===== src/rtl/mldc_pkg.sv =====
`timescale 1ns / 1ps
// Package for the message loss / duplicate checker.
// Holds field widths, status and register codes, and the word types. No dependencies.
package mldc_pkg;

  localparam int SEQ_W  = 10;
  localparam int DATA_W = 8;
  localparam int CNT_W  = 11;
  localparam int LEN_W  = 16;
  localparam int CFG_W  = 16;
  localparam int CFG_IDX_W = 1;

  // Sequence numbers the input field can carry.
  localparam int SEQ_SPACE = 1 << SEQ_W;
  localparam int MAX_MESSAGES_DEF = 1024;

  // Register indexes
  localparam logic [CFG_IDX_W-1:0] REG_EXPECTED    = 1'b0;
  localparam logic [CFG_IDX_W-1:0] REG_PAYLOAD_LEN = 1'b1;

  localparam logic [CNT_W-1:0] EXPECTED_RST    = 11'd1024;
  localparam logic [LEN_W-1:0] PAYLOAD_LEN_RST = 16'd256;

  // Message status codes
  localparam logic [1:0] ST_GOOD    = 2'd0;
  localparam logic [1:0] ST_DAMAGED = 2'd1;
  localparam logic [1:0] ST_DUP     = 2'd2;
  localparam logic [1:0] ST_RANGE   = 2'd3;

  typedef struct packed {
    logic [SEQ_W-1:0]  seq_num;
    logic [DATA_W-1:0] data_byte;
    logic              end_of_message;
  } in_word_t;

  typedef struct packed {
    logic [SEQ_W-1:0] msg_seq;
    logic [1:0]       msg_status;
    logic             session_done;
    logic [CNT_W-1:0] lost_total;
    logic [CNT_W-1:0] damaged_total;
    logic [CNT_W-1:0] duplicate_total;
  } out_word_t;

  // End-of-message request from the byte checker to the classifier.
  typedef struct packed {
    logic             valid;
    logic [SEQ_W-1:0] seq;
    logic             ok;
    logic             in_range;
    logic             done;
  } eom_req_t;

  // Classifier status seen by the top level.
  typedef struct packed {
    logic clr_busy;
    logic s1_valid;
  } cls_ctl_t;

endpackage


===== src/rtl/mldc_ram.sv =====
`timescale 1ns / 1ps
// Generic single-write, single-read synchronous RAM with registered read data.
// Read during a write to the same address returns the old contents. No dependencies.
module mldc_ram #(
  parameter int WIDTH = 2,
  parameter int DEPTH = 1024,
  parameter int AW    = $clog2(DEPTH)
) (
  input  logic             clk,
  input  logic             we,
  input  logic [AW-1:0]    waddr,
  input  logic [WIDTH-1:0] wdata,
  input  logic             re,
  input  logic [AW-1:0]    raddr,
  output logic [WIDTH-1:0] rdata
);

  logic [WIDTH-1:0] mem [DEPTH];

  always_ff @(posedge clk) begin
    if (we) begin
      mem[waddr] <= wdata;
    end
    if (re) begin
      rdata <= mem[raddr];
    end
  end

endmodule


===== src/rtl/mldc_byte_check.sv =====
`timescale 1ns / 1ps
// Byte stage: pattern compare, byte position and session end flag.
// Depends on mldc_pkg.
module mldc_byte_check import mldc_pkg::*; (
  input  logic             clk,
  input  logic             rst,
  input  logic             accept,
  input  in_word_t         word,
  input  logic [CNT_W-1:0] size,
  input  logic [LEN_W-1:0] payload_length,
  output eom_req_t         req
);

  logic [LEN_W-1:0] byte_position;
  logic             pattern_ok;
  logic             finished;

  logic [LEN_W-1:0] pos_inc;
  logic             ok_now;
  logic             in_range;
  logic             take;

  always_comb begin
    take     = accept && !finished;
    pos_inc  = (byte_position == {LEN_W{1'b1}}) ? byte_position : byte_position + 1'b1;
    ok_now   = pattern_ok &&
               !((byte_position < payload_length) &&
                 (word.data_byte != byte_position[DATA_W-1:0]));
    in_range = {1'b0, word.seq_num} < size;

    req.valid    = take && word.end_of_message;
    req.seq      = word.seq_num;
    req.ok       = ok_now && !(pos_inc < payload_length);
    req.in_range = in_range;
    req.done     = in_range && (({1'b0, word.seq_num} + 1'b1) == size);
  end

  always_ff @(posedge clk) begin
    if (rst) begin
      byte_position <= '0;
      pattern_ok    <= 1'b1;
      finished      <= 1'b0;
    end else if (take) begin
      if (word.end_of_message) begin
        byte_position <= '0;
        pattern_ok    <= 1'b1;
        if (req.done) begin
          finished <= 1'b1;
        end
      end else begin
        byte_position <= pos_inc;
        pattern_ok    <= ok_now;
      end
    end
  end

endmodule


===== src/rtl/mldc_classify.sv =====
`timescale 1ns / 1ps
// Classifier: bitmap read-modify-write, session counts and the clearing pass.
// Depends on mldc_pkg and mldc_ram.
module mldc_classify import mldc_pkg::*; #(
  parameter int DEPTH = 1024,
  parameter int AW    = $clog2(DEPTH)
) (
  input  logic             clk,
  input  logic             rst,
  input  eom_req_t         req,
  input  logic [CNT_W-1:0] size,
  output cls_ctl_t         ctl,
  output logic             res_valid,
  output out_word_t        res
);

  // Entry bit 0: seen, bit 1: repeat already counted.
  logic          clr_busy;
  logic [AW-1:0] clr_idx;

  logic          s1_valid;
  eom_req_t      s1;

  logic          fwd_valid;
  logic [AW-1:0] fwd_addr;
  logic [1:0]    fwd_data;

  logic [CNT_W-1:0] seen_count, dmg_count, repeat_count;
  logic [CNT_W-1:0] seen_count_next, dmg_count_next, repeat_count_next;

  logic          we;
  logic [AW-1:0] waddr;
  logic [1:0]    wdata;
  logic [1:0]    rd_data;
  logic [1:0]    entry;
  logic [1:0]    new_entry;
  logic [AW-1:0] s1_addr;
  logic [1:0]    status;
  logic          upd;
  logic [CNT_W-1:0] lost;

  mldc_ram #(.WIDTH(2), .DEPTH(DEPTH), .AW(AW)) u_map (
    .clk   (clk),
    .we    (we),
    .waddr (waddr),
    .wdata (wdata),
    .re    (req.valid),
    .raddr (req.seq[AW-1:0]),
    .rdata (rd_data)
  );

  always_comb begin
    s1_addr = s1.seq[AW-1:0];
    // Forward the write made in the previous cycle; the RAM read missed it.
    entry   = (fwd_valid && (fwd_addr == s1_addr)) ? fwd_data : rd_data;
    upd     = s1_valid && s1.in_range;

    seen_count_next   = seen_count;
    dmg_count_next    = dmg_count;
    repeat_count_next = repeat_count;
    new_entry         = entry;

    if (!s1.in_range) begin
      status = ST_RANGE;
    end else if (entry[0]) begin
      status    = ST_DUP;
      new_entry = 2'b11;
      if (!entry[1]) begin
        repeat_count_next = repeat_count + 1'b1;
      end
    end else begin
      new_entry       = 2'b01;
      seen_count_next = seen_count + 1'b1;
      if (s1.ok) begin
        status = ST_GOOD;
      end else begin
        status         = ST_DAMAGED;
        dmg_count_next = dmg_count + 1'b1;
      end
    end

    lost = (size > seen_count_next) ? size - seen_count_next : '0;

    we    = clr_busy || upd;
    waddr = clr_busy ? clr_idx : s1_addr;
    wdata = clr_busy ? 2'b00 : new_entry;

    res_valid           = s1_valid;
    res.msg_seq         = s1.seq;
    res.msg_status      = status;
    res.session_done    = s1.done;
    res.lost_total      = s1.done ? lost : '0;
    res.damaged_total   = s1.done ? dmg_count_next : '0;
    res.duplicate_total = s1.done ? repeat_count_next : '0;

    ctl.clr_busy = clr_busy;
    ctl.s1_valid = s1_valid;
  end

  always_ff @(posedge clk) begin
    if (rst) begin
      clr_busy     <= 1'b1;
      clr_idx      <= '0;
      s1_valid     <= 1'b0;
      fwd_valid    <= 1'b0;
      seen_count   <= '0;
      dmg_count    <= '0;
      repeat_count <= '0;
    end else begin
      if (clr_busy) begin
        clr_idx <= clr_idx + 1'b1;
        if (clr_idx == AW'(DEPTH - 1)) begin
          clr_busy <= 1'b0;
        end
      end
      s1_valid  <= req.valid;
      fwd_valid <= upd;
      if (upd) begin
        seen_count   <= seen_count_next;
        dmg_count    <= dmg_count_next;
        repeat_count <= repeat_count_next;
      end
    end
  end

  always_ff @(posedge clk) begin
    s1       <= req;
    fwd_addr <= s1_addr;
    fwd_data <= new_entry;
  end

  a_no_req_while_clearing: assert property (@(posedge clk) disable iff (rst)
    clr_busy |-> !req.valid)
    else $error("message accepted during clearing pass");

  a_totals_only_at_end: assert property (@(posedge clk) disable iff (rst)
    (res_valid && !res.session_done) |->
      (res.lost_total == '0 && res.damaged_total == '0 && res.duplicate_total == '0))
    else $error("totals shown before session end");

  a_seen_bounded: assert property (@(posedge clk) disable iff (rst)
    seen_count <= CNT_W'(DEPTH))
    else $error("received count above bitmap depth");

endmodule


===== src/rtl/mldc_out_buf.sv =====
`timescale 1ns / 1ps
// Two-entry result buffer between the classifier and the output channel.
// Depends on mldc_pkg.
module mldc_out_buf import mldc_pkg::*; (
  input  logic      clk,
  input  logic      rst,
  input  logic      push,
  input  out_word_t push_word,
  output logic      out_valid,
  input  logic      out_stall,
  output out_word_t out_word,
  output logic [1:0] cnt_after_pop
);

  out_word_t  e0, e1;
  logic [1:0] cnt;
  logic       pop;

  always_comb begin
    pop           = (cnt != 2'd0) && !out_stall;
    out_valid     = (cnt != 2'd0);
    out_word      = e0;
    cnt_after_pop = cnt - {1'b0, pop};
  end

  always_ff @(posedge clk) begin
    if (rst) begin
      cnt <= 2'd0;
    end else begin
      cnt <= cnt - {1'b0, pop} + {1'b0, push};
    end
  end

  always_ff @(posedge clk) begin
    if (pop) begin
      if (push && (cnt == 2'd1)) begin
        e0 <= push_word;
      end else begin
        e0 <= e1;
      end
      if (push && (cnt != 2'd1)) begin
        e1 <= push_word;
      end
    end else if (push) begin
      if (cnt == 2'd0) begin
        e0 <= push_word;
      end else begin
        e1 <= push_word;
      end
    end
  end

  a_no_overflow: assert property (@(posedge clk) disable iff (rst)
    (cnt == 2'd2 && out_stall) |-> !push)
    else $error("result buffer overflow");

endmodule


===== src/rtl/message_loss_duplicate_checker_core.sv =====
`timescale 1ns / 1ps
// Top level of the message loss / duplicate checker: config registers, flow control.
// Depends on mldc_pkg, mldc_byte_check, mldc_classify, mldc_out_buf.
//
//   channel  dir  handshake            word
//   in       in   in_valid/in_stall    in_word_t: seq_num, data_byte, end_of_message
//   out      out  out_valid/out_stall  out_word_t: status and session totals
//   cfg      in   cfg_write            cfg_index selects register, cfg_data value
//
// One input word per cycle while in_stall is low. A word that ends a message reads the bitmap RAM
// at once; the next cycle classifies it, writes the entry back and pushes the
// result into the result buffer, which registers it and shows it on out.
// After reset a clearing pass writes every bitmap entry, one a cycle
// (min(MAX_MESSAGES, 1024) entries, 1024 by default); in_stall is high meanwhile.
// in_stall also rises when the two-entry result buffer cannot take one more.
module message_loss_duplicate_checker_core import mldc_pkg::*; #(
  parameter int MAX_MESSAGES = MAX_MESSAGES_DEF
) (
  input  logic                 clk,
  input  logic                 rst,
  input  logic                 in_valid,
  output logic                 in_stall,
  input  in_word_t             in_word,
  output logic                 out_valid,
  input  logic                 out_stall,
  output out_word_t            out_word,
  input  logic                 cfg_write,
  input  logic [CFG_IDX_W-1:0] cfg_index,
  input  logic [CFG_W-1:0]     cfg_data
);

  // Only sequence numbers the field can carry need an entry.
  localparam int DEPTH    = (MAX_MESSAGES < SEQ_SPACE) ? MAX_MESSAGES : SEQ_SPACE;
  localparam int AW       = $clog2(DEPTH);
  localparam int SIZE_CAP = (MAX_MESSAGES < 2047) ? MAX_MESSAGES : 2047;
  localparam logic [CNT_W-1:0] SIZE_CAP_V = CNT_W'(SIZE_CAP);

  logic [CNT_W-1:0] expected_messages;
  logic [LEN_W-1:0] payload_length;
  logic [CNT_W-1:0] size;

  eom_req_t   req;
  cls_ctl_t   ctl;
  logic       res_valid;
  out_word_t  res;
  logic [1:0] cnt_after_pop;
  logic       accept;

  // Hold config registers; they must be written only while idle, which the block does not enforce.
  always_ff @(posedge clk) begin
    if (rst) begin
      expected_messages <= EXPECTED_RST;
      payload_length    <= PAYLOAD_LEN_RST;
    end else if (cfg_write) begin
      case (cfg_index)
        REG_EXPECTED:    expected_messages <= cfg_data[CNT_W-1:0];
        REG_PAYLOAD_LEN: payload_length    <= cfg_data[LEN_W-1:0];
        default: ;
      endcase
    end
  end

  always_comb begin
    // Clamp the session size to min(MAX_MESSAGES, 2047).
    size = (expected_messages > SIZE_CAP_V) ? SIZE_CAP_V : expected_messages;
    // Stall when the buffer, after this cycle's pop, plus the word in
    // classification would already fill it.
    in_stall = ctl.clr_busy ||
               (({1'b0, cnt_after_pop} + {2'b00, ctl.s1_valid}) >= 3'd2);
    accept   = in_valid && !in_stall;
  end

  mldc_byte_check u_byte (
    .clk            (clk),
    .rst            (rst),
    .accept         (accept),
    .word           (in_word),
    .size           (size),
    .payload_length (payload_length),
    .req            (req)
  );

  mldc_classify #(.DEPTH(DEPTH), .AW(AW)) u_cls (
    .clk       (clk),
    .rst       (rst),
    .req       (req),
    .size      (size),
    .ctl       (ctl),
    .res_valid (res_valid),
    .res       (res)
  );

  mldc_out_buf u_obuf (
    .clk           (clk),
    .rst           (rst),
    .push          (res_valid),
    .push_word     (res),
    .out_valid     (out_valid),
    .out_stall     (out_stall),
    .out_word      (out_word),
    .cnt_after_pop (cnt_after_pop)
  );

endmodule


===== config.mk =====
export PLATFORM = sky130hd
export DESIGN_NAME = message_loss_duplicate_checker_core
export DESIGN_NICKNAME = d
export VERILOG_FILES = /design/src/rtl/mldc_pkg.sv /design/src/rtl/mldc_ram.sv /design/src/rtl/mldc_byte_check.sv /design/src/rtl/mldc_classify.sv /design/src/rtl/mldc_out_buf.sv /design/src/rtl/message_loss_duplicate_checker_core.sv
export SDC_FILE = /design/constraint.sdc
export NUM_CORES = 2
export LEC_CHECK = 0
export BUFFER_PORTS_ARGS = -buffer_cell sky130_fd_sc_hd__buf_2
export CAP_MARGIN = 5
export CORE_MARGIN = 1.5
export CORE_UTILIZATION = 68
export DETAILED_ROUTE_END_ITERATION = 12
export HOLD_SLACK_MARGIN = 0.08
export PLACE_DENSITY_LB_ADDON = 0.08
export SYNTH_ARGS = -nofsm -noshare
export SYNTH_HDL_FRONTEND = slang
export SYNTH_SLANG_ARGS = --single-unit

===== constraint.sdc =====
create_clock -name clk -period 68 [get_ports clk]
set_clock_uncertainty 0.15 [all_clocks]
set_input_delay 13.6 -clock clk [delete_from_list [all_inputs] [get_ports clk]]
set_output_delay 13.6 -clock clk [all_outputs]
set_load 0.01 [all_outputs]

==> summary.md <==
| Metric | Value |
|---|---|
| Hold Buf Count CTS | 0 |
| Cell Int Power | 2.22 mW |
| Cts bufs inserted | 216 |
| Share of total power in sequential cells | 0.536 |
| Worst Tran Pin Value | between 1 and 1.5 ns |
| Number of flops mapped to enable cells by yosys | about 2.1k |
| Mux cell area share after synthesis | 0.128 |
| Largest cells by area after synthesis | edfxtp_1 (68%), mux4_2 (9.8%), nor2_1 (4.7%), dfxtp_1 (2.5%), mux2i_1 (2.1%) |
| I/O Buffers | 88 |
| CTS Sinks | approximately 2.3k |
| Max-capacitance violation count | 0 |
| Initial antenna violation count | 11 |
| Synth top cells by count | edfxtp_1 (2142), nor2_1 (1186), mux4_2 (413) |
| Non-filler cells, final | 7989 |
| Yosys Warn Count | 0 |
| # rows | between 100 and 150 |
| Final Instance Area | between 100000 and 150000 um2 |
| Fmax | 34.5 MHz |
| Slowest cell on the critical path | ha_1 |
| Layout cells sized above 1 | 0.171 |
| Drt pass-1 iters | 8 |
| RSZ-0062 raised after global routing | false |
| Post-CTS Resized | 0 |
| Avg Inst Size Synth | 15.7 um2 |
| Post-Synth Simple-Gate Area | 0.0785 |
| Sequential share of the synthesized area | 0.704 |
| Crit-path leading delay family | adder cells |
| Compound-Gate Fraction of Synth Area | 0.0431 |
| Core box area | between 100000 and 150000 um2 |
| #FFs+latches synth | 2260 |
| Ys flop type | edfxtp_1 |
| Pwr per Cell Area | 27.3 nW/um2 |
| Yosys top cell area share | 0.679 |
| Vias in the first global route | 54.7k |
| Register area | 66700 um2 |
| Post-synth top area cell | edfxtp_1 |
| NumNets Final | 6111 |
| Max layer used | met5 |
| DP HPWL | 140 mm |
| Hold Violations, Final | 0 |
| Routed via count | roughly 56k |
| Via density | 7.04 |
| Hold Crit Class | reg2reg |
| Dpl cell area | 96300 um2 |
| Buffers & Inverters on Critical Path | 4 |
| Crit-path max FO | 4 |
| First-pass GRT wire length | 366 mm |
| XOR/XNOR Fraction of Synth Area | 0.00963 |
| CP startpoint kind | input pin |
| Slew Viols, Final | 0 |
| Hold WS | just over 0.3 ns |
| Peak VDD IR | 28.9 uV |
| H-tree levels | 4 |
| Clk pwr share | 0.416 |
| CTS tree | done |
| Deepest clock path buffer count | 3 |
| Largest net degree at the start of global routing | 278 |
| Worst-Skew Late Latency | 0.84 ns |
| Psw | between 0.5 and 0.6 mW |
| Combinational power share | 0.048 |
| Area grow syn2layout | 8.91% |
| Met2 Routed Length | between 100 and 150 mm |
| DR iter-0 viols | 8565 |
| Crit-path cells | buf_2, nor2_1, ha_1, inv_1, ha_1, inv_1, ha_1, nand2_1, nand3b_1, buf_2 |
| Cell variety after synth | 90 |
| M1 WL | 91.1 mm |
| WL/cell | approximately 32 um |
| Max-slew headroom | 0.126 |
| Worst setup path class | in2out |
| Clk slew on worst S/H paths | 0.06 ns |
| Root buffer cell | clkbuf_16 |
| GR Overflow Total | 0 |
| Cells after Synth | ~6k |
| Detail Route Antenna Nets | 0 |
| Largest family of logic cells by synthesized area | multiplexers |
| Leakage | ~32 nW |
| Crit path required time | around 54 ns |
| GRT Total Usage | 0.363 |
| DIE AREA | roughly 140000 um2 |
| CP dominant cell by count | ha_1 |
| Crit. End Element | output pin |
| Number of fill cells | 8147 |
| # DRC | 0 |
| Sw Ratio | 0.212 |
| Slowest stage delay, CP | 0.30 ns |
| Setup bufs post-CTS | 0 |
| Arrival @ worst endpoint | 15.26 ns |
| Mapped Area | roughly 95000 um2 |
| Endpoints failing setup | 0 |
| Met3 wire len | around 34 mm |
| Status | finished, final reports clean |
| Horiz. Die Dim | 376 um |
| Drt total wl | 254 mm |
| Die height | ~380 um |
| Post-synth ARST share | 0 |
| Area of the multi-input gates | 25600 um2 |
| GP Congestion | 0.863 |
| Final min period | ~29 ns |
| Period utilisation layout | 0.427 |
| Count leader, synth | edfxtp_1 |
| Initial Util | 0.687 |
| Mapped Nets | 6124 |
| Adder-Cell Fraction of Synth Area | 0.00827 |
| Setup TNS | 0 ns |
| Boundary pin count | 89 |
| Dpl cells | approximately 7.6k |
==> stage by stage <==
step	power (mW)	worst slack, ns	utilization
floorplan	1.62	33.89	-
global placement	1.67	39.00	0.699
detailed placement	1.67	39.07	0.699
CTS	2.81	39.02	0.748
global route	2.87	38.89	0.748
finish	2.81	38.99	0.748
==> final timing paths <==
kind / endpoint / slack (ns) / cells past startpoint / from
setup / recovery: in_stall / 38.99 / 10 / out_stall
hold / removal: u_cls.fwd_addr[2] / 0.30 / 0 / u_cls.s1_addr[2]
setup reg to reg: u_cls.u_map.mem[725][0] / 61.60 / 10 / u_cls.s1_addr[4]
hold reg to reg: u_cls.fwd_addr[2] / 0.30 / 0 / u_cls.s1_addr[2]
==> final cells by class <==
type / instances / share of cell area
Antenna cell: 4 / 0.0000971
Clock buffer: 295 / 0.0573
Clock inverter: 106 / 0.00891
Inverter: 61 / 0.00227
Multi-Input combinational cell: 3249 / 0.248
Sequential cell: 2260 / 0.647
Tap cell: 1794 / 0.0218
Timing Repair Buffer: 220 / 0.0149
==> power groups by stage <==
stage                     logic [mW]  registers, mW  clock network, mW
after floorplan               0.0856           1.54                  0
after global placement         0.130           1.54                  0
after detailed placement       0.131           1.54                  0
after CTS                      0.132           1.51               1.17
after global routing           0.139           1.51               1.23
final                          0.134           1.51               1.17
==> sequential cells by signal, indices dropped and copies added (netlist names), 10 cells and up <==
| name | flops |
|---|---|
| u_byte.byte_position | 16 |
| expected_messages | 11 |
| u_cls.fwd_addr | 10 |
| u_obuf.out_word | 46 |
| u_cls.dmg_count | 11 |
| payload_length | 16 |
| u_cls.seen_count | 11 |
| u_cls.s1_addr | 10 |
| u_cls.repeat_count | 11 |
| u_obuf.e1 | 46 |
| u_cls.u_map.mem | 2048 |
| u_cls.clr_idx | 10 |
==> cell families (layout without fill, tap and decap cells) <==
kind of cell / Yosys count / count (layout)
DFF: 2260 / 2260
and+or+nand+nor: 1798 / 1798
muxes: 680 / 680
AOI/OAI and AO/OA: 607 / 607
buffers and inverters: 512 / 682
xor gates and xnor gates: 102 / 102
adders and majority gates: 62 / 62
other: 0 / 4
==> worst register-to-register path, stage by stage (launching register included) <==
cell	delay (ns)
dfxtp_1	0.66
xnor2_4	0.17
and4_1	0.24
nand4_1	0.11
and2_1	0.20
a21oi_4	0.18
buf_12	0.62
buf_4	1.02
buf_4	0.89
buf_4	0.88
buf_4	0.88
==> routing by layer <==
layer	vias up	track usage
met5	-	0
met4	8	0.158
met3	706	0.0902
met2	3959	0.551
met1	28571	0.509
li1	23007	-
==> layout by cell type (no fill, tap or decap), drive strengths merged, types with 97 or more instances in the layout <==
| cell type | instances |
|---|---|
| mux2i | 202 |
| o21ai | 97 |
| a21oi | 146 |
| nor2 | 1186 |
| buf | 220 |
| edfxtp | 2142 |
| mux4 | 420 |
| nand2 | 318 |
| clkbuf | 295 |
| dfxtp | 118 |
Power figures use the tool's default switching activity.
